### src/design/sha1_pkg.sv
`default_nettype none
// ----------------------------------------------------------------------------
// sha1_pkg
// Shared types and constants for the sha-1 hash engine: the queue item that
// passes from the input stage to the hash core, and the engine constants.
// ----------------------------------------------------------------------------
package sha1_pkg;

  // one classified input transaction, as it waits in the queue
  typedef struct packed {
    logic [7:0] data_byte;
    logic       has_byte;
    logic       end_of_message;
  } item_t;

  localparam int QUEUE_DEPTH_DEF = 4;

  localparam logic [31:0] H0_INIT = 32'h6745_2301;
  localparam logic [31:0] H1_INIT = 32'hEFCD_AB89;
  localparam logic [31:0] H2_INIT = 32'h98BA_DCFE;
  localparam logic [31:0] H3_INIT = 32'h1032_5476;
  localparam logic [31:0] H4_INIT = 32'hC3D2_E1F0;

  localparam logic [31:0] K_ROUND0 = 32'h5A82_7999;
  localparam logic [31:0] K_ROUND1 = 32'h6ED9_EBA1;
  localparam logic [31:0] K_ROUND2 = 32'h8F1B_BCDC;
  localparam logic [31:0] K_ROUND3 = 32'hCA62_C1D6;

  localparam logic [7:0] PAD_MARKER = 8'h80;

  localparam int NUM_ROUNDS  = 80;
  localparam int NUM_DIGEST  = 5;
  localparam int BLOCK_WORDS = 16;

endpackage
`default_nettype wire

### src/design/sha1_hash_engine.sv
`default_nettype none
// ----------------------------------------------------------------------------
// sha1_hash_engine
// SHA-1 digest engine taking one message byte per transaction.
// ----------------------------------------------------------------------------
// The engine accepts message bytes into a small queue and hashes them in a
// core that runs one sha-1 round per clock. The core packs each byte into
// the schedule as it arrives, and every full 64-byte block then runs through
// the 80 rounds and the chaining add; the core takes no new byte from the
// queue while it compresses, pads or emits. A transaction with tlast set ends
// the message: the core then writes the padding one byte per cycle, followed
// by one or two block compressions, and delivers the five digest
// words h0..h4 on the result channel, after which it starts the next message
// from the initial chaining values. Transactions with tuser set and tlast
// clear carry no byte and are dropped.
// ----------------------------------------------------------------------------
module sha1_hash_engine
  import sha1_pkg::*;
#(
  parameter int QUEUE_DEPTH = QUEUE_DEPTH_DEF
) (
  input  wire logic        clk,
  input  wire logic        rst_n,
  input  wire logic        in_tvalid,
  output      logic        in_tready,
  input  wire logic [7:0]  in_tdata,   // [7:0] data_byte
  input  wire logic        in_tuser,   // [0] no_byte
  input  wire logic        in_tlast,   // end_of_message
  output      logic        out_tvalid,
  input  wire logic        out_tready,
  output      logic [31:0] out_tdata,  // [31:0] digest_word
  output      logic [2:0]  out_tuser,  // [2:0] word_index
  output      logic        out_tlast   // last_word
);

  logic  front_valid;
  logic  front_ready;
  item_t front_item;
  logic  queue_valid;
  logic  queue_ready;
  item_t queue_item;

  sha1_front u_front (
    .clk               (clk),
    .rst_n             (rst_n),
    .in_valid          (in_tvalid),
    .in_ready          (in_tready),
    .in_data_byte      (in_tdata),
    .in_no_byte        (in_tuser),
    .in_end_of_message (in_tlast),
    .item_valid        (front_valid),
    .item_ready        (front_ready),
    .item              (front_item)
  );

  sha1_queue #(
    .DEPTH (QUEUE_DEPTH)
  ) u_queue (
    .clk        (clk),
    .rst_n      (rst_n),
    .push_valid (front_valid),
    .push_ready (front_ready),
    .push_item  (front_item),
    .pop_valid  (queue_valid),
    .pop_ready  (queue_ready),
    .pop_item   (queue_item)
  );

  sha1_core u_core (
    .clk             (clk),
    .rst_n           (rst_n),
    .item_valid      (queue_valid),
    .item_ready      (queue_ready),
    .item            (queue_item),
    .out_valid       (out_tvalid),
    .out_ready       (out_tready),
    .out_digest_word (out_tdata),
    .out_word_index  (out_tuser),
    .out_last_word   (out_tlast)
  );

endmodule
`default_nettype wire

### src/design/sha1_front.sv
`default_nettype none
// ----------------------------------------------------------------------------
// sha1_front
// Input stage: registers each transaction and classifies it; items that
// carry neither a byte nor an end of message are dropped here.
// ----------------------------------------------------------------------------
module sha1_front
  import sha1_pkg::*;
(
  input  wire logic       clk,
  input  wire logic       rst_n,
  input  wire logic       in_valid,
  output      logic       in_ready,
  input  wire logic [7:0] in_data_byte,
  input  wire logic       in_no_byte,
  input  wire logic       in_end_of_message,
  output      logic       item_valid,
  input  wire logic       item_ready,
  output      item_t      item
);

  logic  valid_r;
  item_t item_r;
  logic  keep;

  assign keep       = !in_no_byte || in_end_of_message;
  assign in_ready   = !valid_r || item_ready;
  assign item_valid = valid_r;
  assign item       = item_r;

  always_ff @(posedge clk) begin
    if (!rst_n) begin
      valid_r <= 1'b0;
    end else if (in_valid && in_ready) begin
      valid_r <= keep;
    end else if (item_ready) begin
      valid_r <= 1'b0;
    end
  end

  always_ff @(posedge clk) begin
    if (in_valid && in_ready) begin
      item_r.data_byte      <= in_data_byte;
      item_r.has_byte       <= !in_no_byte;
      item_r.end_of_message <= in_end_of_message;
    end
  end

endmodule
`default_nettype wire

### src/design/sha1_queue.sv
`default_nettype none
// ----------------------------------------------------------------------------
// sha1_queue
// Small first-in first-out queue between the input stage and the hash core.
// ----------------------------------------------------------------------------
module sha1_queue
  import sha1_pkg::*;
#(
  parameter int DEPTH = QUEUE_DEPTH_DEF
) (
  input  wire logic  clk,
  input  wire logic  rst_n,
  input  wire logic  push_valid,
  output      logic  push_ready,
  input  wire item_t push_item,
  output      logic  pop_valid,
  input  wire logic  pop_ready,
  output      item_t pop_item
);

  localparam int PTR_W = (DEPTH > 1) ? $clog2(DEPTH) : 1;
  localparam int CNT_W = $clog2(DEPTH + 1);
  localparam logic [PTR_W-1:0] PTR_LAST = PTR_W'(DEPTH - 1);
  localparam logic [CNT_W-1:0] CNT_FULL = CNT_W'(DEPTH);

  item_t            mem_r [DEPTH];
  logic [PTR_W-1:0] wr_ptr_r;
  logic [PTR_W-1:0] rd_ptr_r;
  logic [CNT_W-1:0] count_r;
  logic             do_push;
  logic             do_pop;

  assign push_ready = (count_r != CNT_FULL);
  assign pop_valid  = (count_r != '0);
  assign pop_item   = mem_r[rd_ptr_r];
  assign do_push    = push_valid && push_ready;
  assign do_pop     = pop_valid && pop_ready;

  always_ff @(posedge clk) begin
    if (!rst_n) begin
      wr_ptr_r <= '0;
      rd_ptr_r <= '0;
      count_r  <= '0;
    end else begin
      if (do_push) begin
        wr_ptr_r <= (wr_ptr_r == PTR_LAST) ? '0 : wr_ptr_r + 1'b1;
      end
      if (do_pop) begin
        rd_ptr_r <= (rd_ptr_r == PTR_LAST) ? '0 : rd_ptr_r + 1'b1;
      end
      if (do_push && !do_pop) begin
        count_r <= count_r + 1'b1;
      end else if (do_pop && !do_push) begin
        count_r <= count_r - 1'b1;
      end
    end
  end

  always_ff @(posedge clk) begin
    if (do_push) begin
      mem_r[wr_ptr_r] <= push_item;
    end
  end

endmodule
`default_nettype wire

### src/design/sha1_core.sv
`default_nettype none
// ----------------------------------------------------------------------------
// sha1_core
// Hash core: packs bytes into the message schedule, runs one sha-1 round per
// cycle, pads the message tail and hands out the five digest words.
// ----------------------------------------------------------------------------
module sha1_core
  import sha1_pkg::*;
(
  input  wire logic        clk,
  input  wire logic        rst_n,
  input  wire logic        item_valid,
  output      logic        item_ready,
  input  wire item_t       item,
  output      logic        out_valid,
  input  wire logic        out_ready,
  output      logic [31:0] out_digest_word,
  output      logic [2:0]  out_word_index,
  output      logic        out_last_word
);

  typedef enum logic [4:0] {
    S_IDLE  = 5'b00001,
    S_PAD   = 5'b00010,
    S_ROUND = 5'b00100,
    S_ADD   = 5'b01000,
    S_EMIT  = 5'b10000
  } state_t;

  localparam logic [6:0] ROUND_LAST = 7'(NUM_ROUNDS - 1);
  localparam logic [2:0] EMIT_LAST  = 3'(NUM_DIGEST - 1);

  function automatic logic [31:0] round_f(input logic [6:0] rnd, input logic [31:0] b,
                                          input logic [31:0] c, input logic [31:0] d);
    logic [31:0] res;
    if (rnd inside {[7'd0:7'd19]}) begin
      res = (b & c) | (~b & d);
    end else if (rnd inside {[7'd40:7'd59]}) begin
      res = (b & c) | (b & d) | (c & d);
    end else begin
      res = b ^ c ^ d;
    end
    return res;
  endfunction

  function automatic logic [31:0] round_k(input logic [6:0] rnd);
    logic [31:0] res;
    if (rnd inside {[7'd0:7'd19]}) begin
      res = K_ROUND0;
    end else if (rnd inside {[7'd20:7'd39]}) begin
      res = K_ROUND1;
    end else if (rnd inside {[7'd40:7'd59]}) begin
      res = K_ROUND2;
    end else begin
      res = K_ROUND3;
    end
    return res;
  endfunction

  state_t      state_r;
  state_t      state_nxt;
  logic [31:0] h_r      [NUM_DIGEST];
  logic [31:0] wv_r     [NUM_DIGEST];
  logic [31:0] sched_r  [BLOCK_WORDS];
  logic [23:0] acc_r;
  logic [5:0]  byte_cnt_r;
  logic [63:0] bit_cnt_r;
  logic [6:0]  round_r;
  logic        pad_r;
  logic        sent80_r;
  logic        padlen_r;
  logic [2:0]  emit_idx_r;
  logic        out_valid_r;
  logic [31:0] out_word_r;
  logic [2:0]  out_idx_r;
  logic        out_last_r;

  logic        pop;
  logic        put_en;
  logic [7:0]  put_val;
  logic [7:0]  pad_byte;
  logic [7:0]  len_sh;
  logic        word_done;
  logic        block_full;
  logic [31:0] new_w;
  logic [31:0] temp;
  logic        load_out;

  assign item_ready = (state_r == S_IDLE);
  assign pop        = item_valid && item_ready;

  // length bytes go out most significant first, from offset 56 on
  assign len_sh = 8'(bit_cnt_r >> {~byte_cnt_r[2:0], 3'b000});

  always_comb begin
    if (!sent80_r) begin
      pad_byte = PAD_MARKER;
    end else if (padlen_r || byte_cnt_r == 6'd56) begin
      pad_byte = len_sh;
    end else begin
      pad_byte = 8'h00;
    end
  end

  assign put_en     = (pop && item.has_byte) || (state_r == S_PAD);
  assign put_val    = (state_r == S_PAD) ? pad_byte : item.data_byte;
  assign word_done  = put_en && (byte_cnt_r[1:0] == 2'b11);
  assign block_full = put_en && (byte_cnt_r == 6'd63);

  assign new_w = sched_r[13] ^ sched_r[8] ^ sched_r[2] ^ sched_r[0];
  assign temp  = {wv_r[0][26:0], wv_r[0][31:27]}
               + round_f(round_r, wv_r[1], wv_r[2], wv_r[3])
               + wv_r[4] + round_k(round_r) + sched_r[0];

  assign load_out = (state_r == S_EMIT) && (!out_valid_r || out_ready);

  always_comb begin
    state_nxt = state_r;
    case (state_r)
      S_IDLE: begin
        if (pop) begin
          if (block_full) begin
            state_nxt = S_ROUND;
          end else if (item.end_of_message) begin
            state_nxt = S_PAD;
          end
        end
      end
      S_PAD: begin
        if (block_full) begin
          state_nxt = S_ROUND;
        end
      end
      S_ROUND: begin
        if (round_r == ROUND_LAST) begin
          state_nxt = S_ADD;
        end
      end
      S_ADD: begin
        if (padlen_r) begin
          state_nxt = S_EMIT;
        end else if (pad_r) begin
          state_nxt = S_PAD;
        end else begin
          state_nxt = S_IDLE;
        end
      end
      S_EMIT: begin
        if (load_out && emit_idx_r == EMIT_LAST) begin
          state_nxt = S_IDLE;
        end
      end
      default: state_nxt = S_IDLE;
    endcase
  end

  // control and chaining state
  always_ff @(posedge clk) begin
    if (!rst_n) begin
      state_r     <= S_IDLE;
      h_r[0]      <= H0_INIT;
      h_r[1]      <= H1_INIT;
      h_r[2]      <= H2_INIT;
      h_r[3]      <= H3_INIT;
      h_r[4]      <= H4_INIT;
      byte_cnt_r  <= '0;
      bit_cnt_r   <= '0;
      round_r     <= '0;
      pad_r       <= 1'b0;
      sent80_r    <= 1'b0;
      padlen_r    <= 1'b0;
      emit_idx_r  <= '0;
      out_valid_r <= 1'b0;
    end else begin
      state_r <= state_nxt;
      if (put_en) begin
        byte_cnt_r <= byte_cnt_r + 1'b1;
      end
      if (pop) begin
        pad_r    <= item.end_of_message;
        sent80_r <= 1'b0;
        padlen_r <= 1'b0;
        if (item.has_byte) begin
          bit_cnt_r <= bit_cnt_r + 64'd8;
        end
      end
      if (state_r == S_PAD) begin
        sent80_r <= 1'b1;
        if (sent80_r && byte_cnt_r == 6'd56) begin
          padlen_r <= 1'b1;
        end
      end
      if (state_r == S_ROUND) begin
        round_r <= (round_r == ROUND_LAST) ? '0 : round_r + 1'b1;
      end
      if (state_r == S_ADD) begin
        for (int i = 0; i < NUM_DIGEST; i++) begin
          h_r[i] <= h_r[i] + wv_r[i];
        end
      end
      if (load_out) begin
        out_valid_r <= 1'b1;
        emit_idx_r  <= (emit_idx_r == EMIT_LAST) ? '0 : emit_idx_r + 1'b1;
        if (emit_idx_r == EMIT_LAST) begin
          // message done: back to the initial chaining state
          h_r[0]     <= H0_INIT;
          h_r[1]     <= H1_INIT;
          h_r[2]     <= H2_INIT;
          h_r[3]     <= H3_INIT;
          h_r[4]     <= H4_INIT;
          bit_cnt_r  <= '0;
          pad_r      <= 1'b0;
          sent80_r   <= 1'b0;
          padlen_r   <= 1'b0;
        end
      end else if (out_ready) begin
        out_valid_r <= 1'b0;
      end
    end
  end

  // schedule window, working variables and output payload
  always_ff @(posedge clk) begin
    if (put_en) begin
      acc_r <= {acc_r[15:0], put_val};
    end
    if (word_done) begin
      for (int i = 0; i < BLOCK_WORDS - 1; i++) begin
        sched_r[i] <= sched_r[i+1];
      end
      sched_r[BLOCK_WORDS-1] <= {acc_r, put_val};
    end else if (state_r == S_ROUND) begin
      // window holds w[t..t+15]; push w[t+16]
      for (int i = 0; i < BLOCK_WORDS - 1; i++) begin
        sched_r[i] <= sched_r[i+1];
      end
      sched_r[BLOCK_WORDS-1] <= {new_w[30:0], new_w[31]};
    end
    if (block_full) begin
      for (int i = 0; i < NUM_DIGEST; i++) begin
        wv_r[i] <= h_r[i];
      end
    end else if (state_r == S_ROUND) begin
      wv_r[0] <= temp;
      wv_r[1] <= wv_r[0];
      wv_r[2] <= {wv_r[1][1:0], wv_r[1][31:2]};
      wv_r[3] <= wv_r[2];
      wv_r[4] <= wv_r[3];
    end
    if (load_out) begin
      out_word_r <= h_r[emit_idx_r];
      out_idx_r  <= emit_idx_r;
      out_last_r <= (emit_idx_r == EMIT_LAST);
    end
  end

  assign out_valid       = out_valid_r;
  assign out_digest_word = out_word_r;
  assign out_word_index  = out_idx_r;
  assign out_last_word   = out_last_r;

endmodule
`default_nettype wire

### config.mk
export PLATFORM = sky130hd
export DESIGN_NAME = sha1_hash_engine
export DESIGN_NICKNAME = d
export VERILOG_FILES = /design/src/design/sha1_pkg.sv /design/src/design/sha1_hash_engine.sv /design/src/design/sha1_front.sv /design/src/design/sha1_queue.sv /design/src/design/sha1_core.sv
export SDC_FILE = /design/constraint.sdc
export NUM_CORES = 2
export LEC_CHECK = 0
export ABC_CLOCK_PERIOD_IN_PS = 19080
export BUFFER_PORTS_ARGS = -buffer_cell sky130_fd_sc_hd__buf_2
export CAP_MARGIN = 20
export CORE_AREA = 4 4 325 327
export DETAILED_ROUTE_END_ITERATION = 8
export DIE_AREA = 0 0 329 331
export PLACE_DENSITY = 0.65
export SETUP_SLACK_MARGIN = 0.02
export SYNTH_ARGS = -nofsm -noshare
export SYNTH_HDL_FRONTEND = slang
export SYNTH_SLANG_ARGS = --single-unit
export TNS_END_PERCENT = 20
### constraint.sdc
create_clock -name clk -period 19.08 [get_ports clk]
set_clock_uncertainty 0.1 [all_clocks]
set_input_delay 1.908 -clock clk [delete_from_list [all_inputs] [get_ports clk]]
set_output_delay 1.908 -clock clk [all_outputs]
set_load 0.01 [all_outputs]
==> impl_metrics.ini <==
[yosys]
synth_edf_count = 942
ys_seq_area_share_pct = 59.0
syn_inst = 4044
synth_top_family_by_area = adder cells
synth_xor_xnor_area_share_pct = 5.51
synth_nets = 4417
synth_seq_cells = 1038
synth_compound_area_share_pct = 8.49
synthSimpleGateAreaFrac_pct = 10.3
synth_cell_type_count = 87
syn-cell-area_mm2 = 0.0512
synth_fa_ha_area_share_pct = 10.5
async_flop_share_pct = 0
synth.avg_cell_area_um2 = 12.7
synth_flop_cell = edfxtp_1
yosysWarnings = 0
synth.area.mux_share_pct = 3.53

[critical_path]
r2r_start = u_core.round_r[0]
critical_path.startpoint_type = flip-flop
r2r_slack_ns = 11.70
cp-startpoint = u_core.round_r[0]
end_kind = flip-flop
worst-endpoint-arrival_ns = 7.68
criticalPathCategory = reg2reg
path_max_fanout = 27
worstPathRequired_ns = 19.38

[power_and_ir_drop]
ir_drop_v = 0.0000882
switching_power_mw = 1.07
pwr-share-seq_pct = 52.1
p_int_mw = 3.83
combPwrFrac_pct = 4.0
p_per_area_mw_per_mm2 = 86.5
total_power_mw = 4.90
clkPwrFrac_pct = 44.0
p_leak_nw = 21.1
swShare_pct = 21.8

[floorplanning]
core_mm2 = 0.103
fp.dieArea_mm2 = 0.109
io_pins = 52
die_x_um = 329
num_rows = 118
die_h_um = 331
initial_core_util_pct = 49.7

[placement]
port_buffers = 51
post-dp-hpwl_mm = 83.7
dp_slack_ns = 11.82
dp.cells = 5387
place_congestion = 0.900

[cts]
clock_latency_ns = 0.72
cts_setup_buffers = 0
root_buffer = clkbuf_16
max-clock-path-buffers = 3
cts_tree = done
cts_inserted_buffers = 109
hold_buffers = 0
cts_sinks = 1038
htreeDepth = 3
clk_pin_slew_ns = 0.07
ctsResizeCount = 0

[finish]
drive_gt1_share_pct = 8.81
n_fill_cell = 8522
areaGrowthSynthToFinish_pct = 10.7
layoutNonFillerInstCount = 5591
nets = 4492

[routing]
vias_per_cell = 5.64
routedWlPerCell_um = 21.4
firstDrtPassIters = 6
vias = 31548
routed_wl_mm = 120
drc_errors = 0
drtIter0Drc = 2804
antenna_left = 0

[sta]
hold-worst-slack_ns = 0.283
max_freq_mhz = 136
setup_tns_ns = 0
tightest_slew_ns = 1.05
hold_viol = 0
slew_violations = 0
setup_viol = 0
max_slew_margin_pct = 29.5
finalWorstSetupSlack_ns = 11.70
finalCritPeriodShare_pct = 38.7
rsz0062_at_grt = no
fin_crit_ns = 7.38

[hold_path]
min-delay-start = u_core.sched_r[3][83]
hp-class = reg2reg

[grt]
track_usage_pct = 21.9
grt_overflow = 0
grt_pass1_wl_mm = 183
antenna_found_initial = 2
grt_max_degree = 178
grt_pass1_vias = 30375

[job]
max_cap_viol_count = 0

[run_status]
outcome = completed
-- cell usage in the layout, fill, tap and decap left out, drive strengths merged, types with 29 or more instances in the layout --
master / count
mux2: 31
nor3: 42
clkbuf: 135
dfxtp: 96
buf: 82
mux4: 55
inv: 234
nand2: 596
and2: 37
a21o: 71
a21oi: 166
edfxtp: 942
fa: 117
ha: 242
clkinv: 43
xor2: 107
nor2: 245
xnor2: 215
or3: 29
nand3: 61
o21ai: 223
nor2b: 50
and3: 32
-- power by group through the flow --
stage | logic (mW) | registers, mW | clock network (mW)
6_report | 0.195 | 2.55 | 2.15
5_1_grt | 0.215 | 2.55 | 2.30
4_1_cts | 0.195 | 2.55 | 2.20
3_5_place_dp | 0.194 | 2.60 | 0
3_3_place_gp | 0.190 | 2.60 | 0
2_1_floorplan | 0.154 | 2.58 | 0
-- synth_stat cells, drive strengths merged, types with 16 or more instances --
library cell  instances  area [um^2]
xnor2               215         1880
clkbuf               94          354
o21ai               223         1120
nor2                245          940
edfxtp              942        28300
a31oi                16          100
nand2b               27          169
ha                  242         3030
nand4                24          150
mux4                 55         1260
o21bai               20          150
buf                  24          125
and3                 32          200
and2                 37          236
inv                 229          860
nand3                61          318
nor2b                50          313
xor2                107          937
o21a                 27          203
mux2                 31          349
a21o                 71          533
o211ai               20          150
mux2i                20          200
fa                  117         2340
dfxtp                96         1920
nand2               596         2240
or3                  29          186
nor3                 42          221
a211oi               23          178
a21oi               166          831
-- metrics by stage --
stage,util (%),area [um^2]
2_1_floorplan,-,51200
3_3_place_gp,51.5,53000
3_5_place_dp,51.5,53000
4_1_cts,55.0,56600
5_1_grt,55.1,56700
6_report,55.1,56700
-- registers in the layout (all words and copies together) (netlist names), 2 cells and up, named ones only --
register	cells
u_queue.mem_r	40
u_queue.count_r	3
u_core.emit_idx_r	3
u_core.byte_cnt_r	6
u_core.h_r	160
u_core.state_r	5
u_core.bit_cnt_r	61
u_core.out_word_index	3
u_core.out_digest_word	32
u_queue.wr_ptr_r	2
u_core.sched_r	512
u_core.round_r	7
u_core.acc_r	24
u_core.wv_r	160
u_front.item	10
u_queue.rd_ptr_r	2
-- per-layer routing --
metal	up-vias	wire (um)	share of wire (%)	track usage [%]
met2	996	55100	46	34.2
met5	-	0	0	0
met3	202	7070	5.9	3.21
met4	0	3350	2.8	6.84
li1	14739	-	-	-
met1	15611	54300	45	31.9
-- final cells by class --
class / instances / area [um^2] / share of cell area, %
diodes: 1 / 2.50 / 0.00442
clock buffers: 135 / 2910 / 5.13
clock inverters: 67 / 737 / 1.30
inverters: 230 / 863 / 1.52
multi-input cells: 2658 / 19700 / 34.8
flip-flops and latches: 1038 / 30200 / 53.3
well taps: 1380 / 1730 / 3.05
repair buffers: 82 / 513 / 0.905
-- cells by family (layout without fill, tap and decap cells) --
| logic type | after synthesis | count (layout) |
|---|---|---|
| simple gates | 1184 | 1184 |
| other cells | 0 | 1 |
| buf+inv | 348 | 514 |
| flops | 1038 | 1038 |
| compound gates | 687 | 687 |
| fa+ha+maj | 359 | 359 |
| mux | 106 | 106 |
| xor+xnor | 322 | 322 |
-- critical path: stages (launching register included) --
cell and delay, ns:
dfxtp_1 0.34, ha_1 0.25, nor2_1 0.19, o211ai_1 0.15, o2111ai_4 0.10, buf_4 0.43, nand2_1 0.12, inv_1 0.57
a221o_1 0.28, fa_1 0.44, fa_1 0.52, inv_1 0.05, fa_1 0.55, inv_1 0.06, ha_1 0.29, a21oi_1 0.22
o211ai_1 0.20, o21ai_0 0.37, a31oi_1 0.24, o41ai_2 0.48, o21ai_1 0.18, or4_1 0.43, a31oi_1 0.21, xor2_1 0.16
o21ai_0 0.09
-- final timing paths --
check	to	cells after the start
setup / recovery	u_core.wv_r[0][30]	24
hold / removal	u_core.sched_r[3][51]	0
hold reg to reg	u_core.sched_r[3][51]	0
setup reg to reg	u_core.wv_r[0][30]	24
Power figures use the tool's default switching activity.
